**config.mk**
```make
export PLATFORM = sky130hd
export DESIGN_NAME = pat_div_const
export DESIGN_NICKNAME = d
export VERILOG_FILES = /design/src/period_average_touch_detect_macros.svh /design/src/pat_pkg.sv /design/src/pat_div_const.sv
export SDC_FILE = /design/constraint.sdc
export NUM_CORES = 1
export LEC_CHECK = 0
export BUFFER_PORTS_ARGS = -buffer_cell sky130_fd_sc_hd__buf_2
export CORE_MARGIN = 1
export CORE_UTILIZATION = 50
export CTS_BUF_LIST = sky130_fd_sc_hd__clkbuf_4 sky130_fd_sc_hd__clkbuf_8
export DETAILED_ROUTE_END_ITERATION = 7
export PLACE_DENSITY = 0.71
export SYNTH_ARGS = -nofsm -noshare
export SYNTH_HDL_FRONTEND = slang
export SYNTH_SLANG_ARGS = --single-unit
```
**constraint.sdc**
```tcl
create_clock -name aclk -period 8.7 [get_ports aclk]
set_clock_uncertainty 0.2 [all_clocks]
set_input_delay 0.87 -clock aclk [delete_from_list [all_inputs] [get_ports aclk]]
set_output_delay 0.87 -clock aclk [all_outputs]
set_load 0.01 [all_outputs]
```
**src/period_average_touch_detect_macros.svh**
```systemverilog
// ---------------------------------------------------------------------------
// Assertion macros for period_average_touch_detect
// Implication checks on the rising clock edge, masked during reset.
// ---------------------------------------------------------------------------
`ifndef PERIOD_AVERAGE_TOUCH_DETECT_MACROS_SVH
`define PERIOD_AVERAGE_TOUCH_DETECT_MACROS_SVH

`ifndef ASSERT_OFF
// Same-cycle implication.
`define PAT_ASSERT_IMP(lbl, clk, rstn, ante, cons) \
    lbl: assert property (@(posedge clk) disable iff (!(rstn)) (ante) |-> (cons)) \
        else $error("assertion failed");
// Next-cycle implication.
`define PAT_ASSERT_NXT(lbl, clk, rstn, ante, cons) \
    lbl: assert property (@(posedge clk) disable iff (!(rstn)) (ante) |=> (cons)) \
        else $error("assertion failed");
`else
`define PAT_ASSERT_IMP(lbl, clk, rstn, ante, cons)
`define PAT_ASSERT_NXT(lbl, clk, rstn, ante, cons)
`endif

`endif

```
**src/pat_pkg.sv**
```systemverilog
`timescale 1ns / 1ps
// ---------------------------------------------------------------------------
// pat_pkg
// Types, codes and reset values shared by the touch detector.
// ---------------------------------------------------------------------------
package pat_pkg;

    localparam int WINDOW_SIZE_DEF = 200;

    localparam logic [15:0] HIGH_THR_RST = 16'd120;
    localparam logic [15:0] LOW_THR_RST  = 16'd80;

    localparam logic CMD_EDGE = 1'b0;
    localparam logic CMD_POLL = 1'b1;

    localparam int          CFG_IDX_W    = 8;
    localparam logic [7:0]  CFG_HIGH_THR = 8'd0;
    localparam logic [7:0]  CFG_LOW_THR  = 8'd1;

    typedef struct packed {
        logic        command;
        logic [31:0] edge_time;
    } pat_in_t;

    typedef struct packed {
        logic        touched;
        logic [31:0] average_period;
    } pat_out_t;

    // Quotient estimate and the flag that says it is one short.
    typedef struct packed {
        logic [31:0] quot;
        logic        round_up;
    } pat_div_res_t;

endpackage

```
**src/pat_div_const.sv**
```systemverilog
`timescale 1ns / 1ps
// ---------------------------------------------------------------------------
// pat_div_const
// Three-stage division of a 32-bit sum by a constant via reciprocal.
// ---------------------------------------------------------------------------
module pat_div_const #(
    parameter int DIVISOR = pat_pkg::WINDOW_SIZE_DEF
) (
    input  logic                 aclk,
    input  logic                 aresetn,
    input  logic                 in_valid,
    output logic                 in_ready,
    input  logic [31:0]          in_sum,
    output logic                 out_valid,
    input  logic                 out_ready,
    output pat_pkg::pat_div_res_t out_res
);

    // floor(2^32 / DIVISOR): the estimate is the true quotient or one below it
    localparam logic [63:0] RECIP_WIDE = 64'h1_0000_0000 / 64'(DIVISOR);
    localparam logic [31:0] RECIP      = RECIP_WIDE[31:0];
    localparam logic [31:0] DIV_W      = 32'(DIVISOR);

    logic        v1_reg, v1_next, v2_reg, v2_next, v3_reg, v3_next;
    logic        en1, en2, en3;
    logic [31:0] q1_reg, sum1_reg, q2_reg, sum2_reg, qw2_reg, q3_reg;
    logic        up3_reg;
    logic [63:0] prod1, prod2;
    logic [31:0] rem2;

    assign en3 = !v3_reg || out_ready;
    assign en2 = !v2_reg || en3;
    assign en1 = !v1_reg || en2;

    assign v1_next = en1 ? in_valid : v1_reg;
    assign v2_next = en2 ? v1_reg   : v2_reg;
    assign v3_next = en3 ? v2_reg   : v3_reg;

    assign prod1 = 64'(in_sum) * 64'(RECIP);
    assign prod2 = 64'(q1_reg) * 64'(DIV_W);
    assign rem2  = sum2_reg - qw2_reg;

    always_ff @(posedge aclk) begin
        if (!aresetn) begin
            v1_reg <= 1'b0;
            v2_reg <= 1'b0;
            v3_reg <= 1'b0;
        end else begin
            v1_reg <= v1_next;
            v2_reg <= v2_next;
            v3_reg <= v3_next;
        end
    end

    always_ff @(posedge aclk) begin
        if (en1) begin
            q1_reg   <= prod1[63:32];
            sum1_reg <= in_sum;
        end
        if (en2) begin
            q2_reg   <= q1_reg;
            sum2_reg <= sum1_reg;
            qw2_reg  <= prod2[31:0];
        end
        if (en3) begin
            q3_reg  <= q2_reg;
            up3_reg <= (rem2 >= DIV_W);
        end
    end

    assign in_ready         = en1;
    assign out_valid        = v3_reg;
    assign out_res.quot     = q3_reg;
    assign out_res.round_up = up3_reg;

endmodule

```
; ---- Word level (Yosys, flattened, before mapping)
; Index checks and enable logic that the tools add are counted.
; W data, S select, Z words.
[totals]
in_bits = 36
memories = 0
rom_bits = 0
ramBits = 0
elab_cells = 20
regBits = 172
latchBits = 0
output_inout_bits = 35
[op_classes]
eq_ne = 0
bitwise_logic = 0
n_reduce_logical = 6
n_addsub = 1
n_mux = 0
mul = 2
n_shift = 0
div = 0
order_cmp = 1
[ops]
columns = operator, n
row1 = $mul A32 B23 Y55 const B, 1
row2 = $ge A32 B8 Y1 const B, 1
row3 = $sub A32 B32 Y32, 1
row4 = $mul A25 B5 Y29 const B, 1
row5 = $logic_not A1 Y1, 3
row6 = $logic_or A1 B1 Y1, 3

; ---- Depth between registers and ports, before layout
; Gate-level depths: netlist of the first run.
[logic_depth]
ltp_word = 4
depth_mapped = 24
ltp_nobuf = 24

; ---- Least setup slack after synthesis of the first run
; Ideal clock, no wire load.
[synth_timing]
path_kind = input -> register
startpoint = in in_sum[12]
endpoint = reg q1_reg[23], data pin
arrival_ns = 6.274
slack_ns = 1.969
path_stages = 24
required_ns = 8.243
path_cell_list = ha_1 -> inv_1 -> fa_1 -> inv_1 -> fa_1 -> inv_1 -> fa_1 -> inv_1 -> fa_1 -> fa_1 -> inv_1 -> fa_1 -> inv_1 -> ha_1 -> a21o_1 -> a21o_1 -> a21oi_1 -> o21bai_1 -> o2bb2ai_2 -> a31oi_2 -> nor3_1 -> o31a_1 -> or2_1 -> xor2_1
[synth_via]
elab_chain_len = 1
[synth_rtl]
columns = item, line
row1 = "start, declared", pat_div_const.sv:13  ; input logic [31:0] in_sum,
row2 = $mul A32 B23 Y55, pat_div_const.sv:39  ; assign prod1 = 64'(in_sum) * 64'(RECIP);
row3 = via prod1[55], pat_div_const.sv:28  ; logic [63:0] prod1, prod2;
row4 = "end signal, assigned", pat_div_const.sv:57  ; q1_reg <= prod1[63:32];
row5 = "end, declared", pat_div_const.sv:26  ; logic [31:0] q1_reg, sum1_reg, q2_reg, sum2_reg, qw2_reg, q3_reg;
; The timed path passes the listed nets, and every way through them passes these cells.
; A chain may end at the register's enable or synchronous reset.

; ---- Worst setup path in the final report of the first run
[layout_timing]
startpoint = in in_sum[13]
endpoint = reg q1_reg[22], data pin
; Same word-level chain as after synthesis.

==> metrics.yaml, run 1 <==
placement:
  io_buffers: 63
  place_congestion: 0.889
  hpwlAfterDp_um: 38900
die:
  die_height_um: 209
  ios: 71
  die_area_um2: 43700
  initial_core_util_pct: 50.8
  core_area_um2: 42100
  rows: 75
  fp.dieW_um: 209
timing:
  worst_pin_slew_ps: 1080
  slew_headroom_pct: 27.7
  finalCritPeriodShare_pct: 80.6
  period_minus_slack_ps: 7020
  hold_violations: 0
  finalSetupViolCount: 0
  max_freq_mhz: 143
  slew_violations: 0
  rsz0062_at_grt: "no"
  tns_ps: 0
final_layout:
  final_nets: 2765
  syn2layout_area_growth_pct: 6.09
  layout-drive-gt1-share_pct: 6.19
drt:
  viasPerCell: 5.27
  dr.pass1.iters: 5
  ant_nets: 0
  wl_per_cell_um: 17.9
  wl_um: 45900
  drc_errors: 0
  drtIter0Drc: 655
  vias: 13469
logic_synthesis:
  syn_area_um2: 21400
  synth.distinct_cells: 75
  syn_inst: 1933
  ys_seq_elements: 163
  synth_edf_count: 160
  syn_avg_cell_area_um2: 11.1
  seq_area_frac_synth_pct: 22.7
  yosysWarnings: 0
  synthArstFlopShare_pct: 0
  synth-main-ff-cell: "edfxtp_1"
cts:
  insertion_delay_ps: 460
  root_buffer: "clkbuf_8"
  cts_hold_buffers: 0
  cts_setup_buffers: 0
  cts_sinks: 163
  numCtsBuffers: 17
  tritoncts: "yes"
  cts_resized: 0
  htree_levels: 4
  clockBufferDepth: 2
  clk_pin_slew_ps: 90
setup_path:
  rr_worst_depth: 16
  reg2reg_to: "qw2_reg[30]"
  cp-end-kind: "flop"
  startpoint: "in_sum[13]"
  r2r_slack_ps: 4040
  r2r_start: "q1_reg[3]"
  critical_path_required_ps: 8790
  start_kind: "input port"
  path_max_fanout: 10
  crit_type: "input port to flop"
  crit_arrival_ps: 7100
global_routing:
  antenna_found_initial: 0
  grt_usage_pct: 22.0
  overflow: 0
  grt_max_degree: 81
  grt_pass1_vias: 14031
  grt_pass1_wl_um: 73600
flow_run:
  cap_violations: 0
worst_hold_path:
  hold_depth: 0
  hp-start: "q2_reg[13]"
  worstHoldEndpoint: "q3_reg[13]"
  min_path_type: "flop to flop"
status:
  status: "finished clean"
## cell type report
| type | instances | area [µm²] |
|---|---|---|
| clock inverters | 15 | 151 |
| repair buffers | 65 | 330 |
| well taps | 539 | 674 |
| diodes | 1 | 2.50 |
| fillers | 3645 | 19400 |
| inverters | 539 | 2020 |
| flip-flops and latches | 163 | 4860 |
| multi-input cells | 1219 | 14400 |
| clock buffers | 17 | 234 |
## critical path, cell delays in order
cell	delay, ps
buf_2	210
ha_1	330
inv_1	50
fa_1	530
inv_1	50
fa_1	500
inv_1	50
fa_1	530
inv_1	50
fa_1	450
fa_1	510
inv_1	60
fa_1	480
inv_1	40
ha_1	290
nand3_1	120
nor4_1	320
a211oi_1	160
o2bb2ai_2	290
a31oi_2	210
o21ai_0	380
a21oi_1	190
nand3b_1	190
a31oi_1	220
## cells by family after synthesis
family                     count (synthesis)  share of synthesized area, %
xor gates and xnor gates                  63                          2.58
DFF                                      163                          22.7
adders and majority gates                724                          52.6
other                                      1                        0.0175
muxes                                      3                         0.140
and+or+nand+nor                          182                          4.34
buffers and inverters                    557                          10.0
AOI/OAI and AO/OA                        240                          7.57
## synth_stat cells (2+ instances only)
| cell type | instances | area (µm²) |
|---|---|---|
| inv_1 | 537 | 2020 |
| ha_1 | 430 | 5380 |
| fa_1 | 294 | 5890 |
| edfxtp_1 | 160 | 4800 |
| a21oi_1 | 77 | 385 |
| nor2_1 | 44 | 165 |
| xnor2_1 | 43 | 377 |
| nand2_1 | 42 | 158 |
| o21ai_0 | 33 | 165 |
| a21o_1 | 31 | 233 |
| nor3_1 | 20 | 100 |
| xor2_1 | 20 | 175 |
| nand4_1 | 16 | 100 |
| o21bai_1 | 15 | 113 |
| nor2b_1 | 14 | 87.6 |
| nand3_1 | 13 | 65.1 |
| o21a_1 | 13 | 97.6 |
| a211oi_1 | 11 | 82.6 |
| buf_4 | 9 | 67.6 |
| a31oi_1 | 7 | 43.8 |
| o2111ai_1 | 6 | 52.6 |
| o31a_1 | 6 | 52.6 |
| nand2b_1 | 5 | 31.3 |
| or2_2 | 5 | 31.3 |
| a21boi_0 | 4 | 30.0 |
| o211ai_1 | 4 | 30.0 |
| or3_1 | 4 | 25.0 |
| and3_1 | 3 | 18.8 |
| clkbuf_1 | 3 | 11.3 |
| dfxtp_1 | 3 | 60.1 |
| mux2i_1 | 3 | 30.0 |
| o31ai_1 | 3 | 22.5 |
| a2111oi_2 | 2 | 30.0 |
| a21oi_2 | 2 | 17.5 |
| and4_1 | 2 | 17.5 |
| buf_2 | 2 | 10.0 |
| clkbuf_2 | 2 | 10.0 |
| inv_2 | 2 | 7.51 |
| nand4b_1 | 2 | 17.5 |
| o21ba_2 | 2 | 20.0 |
| o22ai_1 | 2 | 12.5 |
| o2bb2ai_1 | 2 | 17.5 |
| o31a_2 | 2 | 20.0 |
| o32a_1 | 2 | 20.0 |
## cells in the final DEF (no fill, tap or decap), types with 4 or more instances in the layout
cell type  synthesis  layout
edfxtp_1         160     160
a21oi_1           77      77
o31a_1             6       6
conb_1             1       7
o2111ai_1          6       6
fa_1             294     294
a211oi_1          11      11
nand4_1           16      16
nor3_1            20      20
nor2_1            44      44
xor2_1            20      20
or2_2              5       5
or3_1              4       4
a21boi_0           4       4
inv_1            537     537
xnor2_1           43      43
nand3_1           13      12
a31oi_1            7       7
a21o_1            31      31
ha_1             430     430
o211ai_1           4       4
clkbuf_8           1      17
nand2b_1           5       5
o21ai_0           33      33
o21bai_1          15      15
nor2b_1           14      14
buf_2              2      63
o21a_1            13      13
nand2_1           42      41
## through the flow
stage               hold slack, ps  cell area, µm²  cells  setup WS (ps)  util (%)
finish                         218           22700   2558           1680      53.9
CTS                            224           22700   2557           1710      53.9
detailed placement             205           22300   2525           1250      53.0
global placement               202           22300   2525           1380      53.0
floorplan                      200           21400   1939           1970         -
global route                   226           22700   2557           1280      53.9
## worst max-delay path by stage
stage / cells past startpoint / slack, ps / to
finish: 24 / 1680 / q1_reg[22]
global route: 25 / 1280 / q1_reg[15]
CTS: 24 / 1710 / q1_reg[22]
detailed placement: 25 / 1250 / q1_reg[23]
global placement: 25 / 1380 / q1_reg[23]
floorplan: 24 / 1970 / q1_reg[23]
## layer usage
layer	wire length (µm)	global-route usage, %	vias up	part of all wire [%]
li1	-	-	6435	-
met1	21100	30.6	6746	46
met2	22300	36.5	236	49
met3	1540	2.39	52	3.4
met4	912	6.16	0	2.0
met5	0	0	-	0
Power of run 1 is left out: the tool's default activity adds up to more than one toggle a clock period on the data nets, which glitch-free logic cannot reach.
==> run 2: changes to the inputs <==
--- a/config.mk
+++ b/config.mk
@@ -10,7 +10,7 @@
 export CORE_UTILIZATION = 50
 export CTS_BUF_LIST = sky130_fd_sc_hd__clkbuf_4 sky130_fd_sc_hd__clkbuf_8
 export DETAILED_ROUTE_END_ITERATION = 7
-export PLACE_DENSITY = 0.71
+export PLACE_DENSITY = 0.74
 export SYNTH_ARGS = -nofsm -noshare
 export SYNTH_HDL_FRONTEND = slang
 export SYNTH_SLANG_ARGS = --single-unit
==> constraint.sdc (replaced) <==
create_clock -name aclk -period 6 [get_ports aclk]
set_clock_uncertainty 0.2 [all_clocks]
set_input_delay 0.6 -clock aclk [delete_from_list [all_inputs] [get_ports aclk]]
set_output_delay 0.6 -clock aclk [all_outputs]
set_load 0.01 [all_outputs]
==> run 2 against run 1 <==
The flow now finishes with violations (setup timing). Non-clock buffer count rose by 212. Sequential share of layout area fell by 2.0 points. Die area did not move. Setup slack got worse by 2000 ps. Highest routed layer unchanged.
==> metrics.yaml, run 2 (synthesis results as in run 1) <==
setup_path:
  crit_path_top_delay_cell: "fa_1"
  critPathMaxStageDelay_ps: 500
  path_max_fanout: 5
  crit_top_cell: "fa_1"
  start_kind: "input port"
  crit_type: "input port to flop"
  critical_path_required_ps: 6000
  cp-end-kind: "flop"
  crit_arrival_ps: 6340
status:
  status: "complete, but fails checks"
  violations: "setup timing"
global_routing:
  grt_usage_pct: 23.5
  grt_pass1_vias: 15316
  grt_max_degree: 57
  grt_pass1_wl_um: 79200
  overflow: 0
  antenna_found_initial: 1
timing:
  whs_ps: 175
  slew_violations: 0
  rsz0062_at_grt: "yes"
  worst_pin_slew_ps: 1170
  finalSetupViolCount: 19
  finalCritPeriodShare_pct: 106
  max_freq_mhz: 158
  fin_ws_ps: -336
  period_minus_slack_ps: 6340
  slew_headroom_pct: 22.2
  tns_ps: -3510
  hold_violations: 0
flow_run:
  cap_violations: 0
die:
  ios: 71
  core_area_um2: 42100
  die_area_um2: 43700
  fp.dieW_um: 209
  rows: 75
  die_height_um: 209
  initial_core_util_pct: 50.8
drt:
  viasPerCell: 5.17
  wl_per_cell_um: 18.0
  vias: 14307
  drtIter0Drc: 718
  wl_um: 49800
  ant_nets: 0
  dr.pass1.iters: 6
  drc_errors: 0
cts:
  root_buffer: "clkbuf_8"
  insertion_delay_ps: 460
  numCtsBuffers: 17
  tritoncts: "yes"
  cts_sinks: 163
  cts_hold_buffers: 0
  clk_pin_slew_ps: 90
  clockBufferDepth: 2
  htree_levels: 4
placement:
  placed_cell_area_um2: 23800
  hpwlAfterDp_um: 42900
  io_buffers: 63
  pre_cts_ws_ps: -868
  place_congestion: 0.930
final_layout:
  final_nets: 2977
  layout-drive-gt1-share_pct: 19.2
  final_area_um2: 25000
  syn2layout_area_growth_pct: 17.0
  num_antenna_cells: 0
  final_common_cell: "inv_1"
  final_cell_mix: "517 x inv_1, 406 x ha_1, 283 x fa_1"
worst_hold_path:
  min_path_type: "input port to flop"
==> run 2: changes by cell type in the layout (fill, tap and decap cells not counted), moves of 11 or more <==
cell and change:
ha_4 +19, buf_2 -13, buf_4 +193, buf_6 +22, ha_1 -24, fa_1 -11, inv_1 -20, inv_2 +20
fa_2 +11
==> run 2: critical path: cells and delay by family <==
| kind | cells | cell delay [ps] |
|---|---|---|
| AOI/OAI and AO/OA | 9 | 1510 |
| xor gates and xnor gates | 1 | 170 |
| adders and majority gates | 8 | 3320 |
| buffers and inverters | 8 | 740 |
==> run 2: final cells by class <==
cell class	instances	area, µm²
Fill cell	3364	17100
Sequential cell	163	4860
Tap cell	539	674
Multi-Input combinational cell	1219	15000
Clock buffer	17	234
Inverter	539	2020
Clock inverter	14	151
Timing Repair Buffer	277	2140
==> run 2: layer usage <==
| layer | up-vias | GRT usage (%) | routed length, µm |
|---|---|---|---|
| met3 | 83 | 3.14 | 1910 |
| met1 | 7082 | 30.5 | 21700 |
| met5 | - | 0 | 0 |
| met4 | 0 | 7.94 | 1460 |
| met2 | 284 | 40.6 | 24800 |
| li1 | 6858 | - | - |
==> run 2: per-stage QoR <==
step	cells	utilization, %
global route	2768	59.4
detailed placement	2713	56.5
finish	2768	59.4
floorplan	1939	-
CTS	2754	58.6
global placement	2713	56.5
==> run 2: worst paths after layout <==
| check | start | endpoint | slack, ps | cells past startpoint |
|---|---|---|---|---|
| worst max register to register | q1_reg[3] | qw2_reg[30] | 1270 | 16 |
| worst max-delay path | in_sum[4] | q1_reg[15] | -340 | 26 |
| worst min-delay path | aresetn | out_valid | 170 | 2 |
| worst min register to register | sum1_reg[9] | sum2_reg[9] | 220 | 0 |
==> run 2: repair_timing <==
action / CTS / global route
endpoints found under the setup margin: 20 / 21
pin swaps: 52 / 57
resized for setup: 88 / 61
setup buffers: 12 / 16
Power of run 2 is left out for the same reason.
==> run 3: changes to the inputs <==
--- a/config.mk
+++ b/config.mk
@@ -7,10 +7,10 @@
 export LEC_CHECK = 0
 export BUFFER_PORTS_ARGS = -buffer_cell sky130_fd_sc_hd__buf_2
 export CORE_MARGIN = 1
-export CORE_UTILIZATION = 50
-export CTS_BUF_LIST = sky130_fd_sc_hd__clkbuf_4 sky130_fd_sc_hd__clkbuf_8
+export CORE_UTILIZATION = 55
+export CTS_BUF_LIST = sky130_fd_sc_hd__clkbuf_8
 export DETAILED_ROUTE_END_ITERATION = 7
-export PLACE_DENSITY = 0.74
+export PLACE_DENSITY = 0.8
 export SYNTH_ARGS = -nofsm -noshare
 export SYNTH_HDL_FRONTEND = slang
 export SYNTH_SLANG_ARGS = --single-unit
==> run 3 against run 2 <==
The run still ends with setup timing left. Worst hold slack got worse by 27 ps. Utilization rose by 6.4 points. Final cell count is 1.2% lower. First-iteration DRC count increased by 22%. Flip-flop and latch count did not move. Critical endpoint is now q1_reg[22]. Highest routed layer unchanged.
==> metrics.yaml, run 3 (synthesis results as in run 1) <==
drt:
  ant_nets: 0
  wl_um: 51800
  viasPerCell: 5.37
  drtIter0Drc: 875
  wl_per_cell_um: 18.9
  drc_errors: 0
  dr.pass1.iters: 7
  vias: 14680
timing:
  period_minus_slack_ps: 6260
  slew_headroom_pct: 19.5
  hold_violations: 0
  tns_ps: -2910
  worst_pin_slew_ps: 1210
  max_freq_mhz: 160
  finalSetupViolCount: 17
  finalCritPeriodShare_pct: 104
  fin_ws_ps: -264
  slew_violations: 0
  rsz0062_at_grt: "yes"
die:
  core_area_um2: 38000
  die_height_um: 199
  die_area_um2: 39700
  fp.dieW_um: 199
  initial_core_util_pct: 56.3
  ios: 71
  rows: 71
placement:
  io_buffers: 63
  place_congestion: 0.952
  dp.cells: 2688
  pre_cts_ws_ps: -986
  hpwlAfterDp_um: 43600
setup_path:
  start_kind: "input port"
  worst-path-buf-inv: 5
  critPathMaxStageDelay_ps: 560
  critical_path_required_ps: 6120
  cp-end-kind: "flop"
  critPathTopFamily: "adder cells"
  cp_cell_sequence: "buf_2, buf_4, ha_1, fa_1, fa_1, fa_1, fa_1, fa_1, inv_1, fa_1, inv_1, ha_1, nand2_1, o21bai_1, a21o_1, nand2b_4, o2bb2ai_4, a31oi_4, buf_6, o21ai_4, a21oi_2, nand3b_1, a31oi_1"
  path_max_fanout: 5
  crit_top_cell: "fa_1"
  crit_type: "input port to flop"
  crit_path_top_delay_cell: "fa_1"
  crit_arrival_ps: 6390
flow_run:
  cap_violations: 0
cts:
  cts_hold_buffers: 0
  htree_levels: 4
  numCtsBuffers: 17
  clockBufferDepth: 2
  cts_sinks: 163
  insertion_delay_ps: 480
  clk_pin_slew_ps: 100
  tritoncts: "yes"
  root_buffer: "clkbuf_8"
final_layout:
  final_util_pct: 65.8
  layout-drive-gt1-share_pct: 18.9
  final_nets: 2971
  final_cell_mix: "518 x inv_1, 401 x ha_1, 285 x fa_1"
  syn2layout_area_growth_pct: 16.8
  stdcell_count: 2735
  num_antenna_cells: 0
  final_common_cell: "inv_1"
status:
  violations: "setup timing"
  status: "complete, but fails checks"
global_routing:
  grtUsageMet1_pct: 34.8
  use_met3_pct: 4.00
  gr-usage-met2_pct: 46.9
  overflow: 0
  antenna_found_initial: 0
  grt_max_degree: 81
  grt.busiest_layer: "met2"
  grt_pass1_vias: 15778
  grt_usage_pct: 27.1
  grt_pass1_wl_um: 81300
worst_hold_path:
  min_path_type: "input port to flop"
==> run 3: changes by cell type in the layout (fill, tap and decap cells not counted), sizes merged <==
cell      before  now
buf          277  270
inv          544  548
bufinv         2    0
clkbuf        17   18
clkinvlp       2    1
==> run 3: layer usage <==
layer | routed length, µm | vias up
met5 | 0 | -
met4 | 1740 | 0
met3 | 2540 | 111
met2 | 26100 | 416
met1 | 21400 | 7300
li1 | - | 6853
==> run 3: what timing repair did <==
| action | in CTS | in global routing |
|---|---|---|
| pin swaps | 43 | 42 |
| endpoints found under the setup margin | 21 | 23 |
| gates resized for setup | 74 | 65 |
| setup buffers | 5 | 10 |
==> run 3: final timing paths <==
path                 from           end  slack (ps)  cells after the start
min reg2reg  sum1_reg[25]  sum2_reg[25]         220                      0
max reg2reg     q1_reg[4]   qw2_reg[30]        1400                     16
max            in_sum[18]    q1_reg[22]        -260                     23
min               aresetn     out_valid         150                      2
==> run 3: per-stage QoR <==
stage / hold WS [ps] / instance area (µm²)
2_1_floorplan: 200 / 21500
3_3_place_gp: 202 / 23800
3_5_place_dp: 205 / 23800
4_1_cts: 131 / 24600
5_1_grt: 155 / 25000
6_report: 148 / 25000
==> run 3: cell type report <==
| cell class | instances | area [µm²] |
|---|---|---|
| Clock buffer | 17 | 234 |
| Clock inverter | 15 | 159 |
| Fill cell | 2729 | 13000 |
| Inverter | 539 | 2020 |
| Multi-Input combinational cell | 1219 | 15000 |
| Sequential cell | 163 | 4860 |
| Tap cell | 511 | 639 |
| Timing Repair Buffer | 271 | 2080 |
Power of run 3 is left out for the same reason.
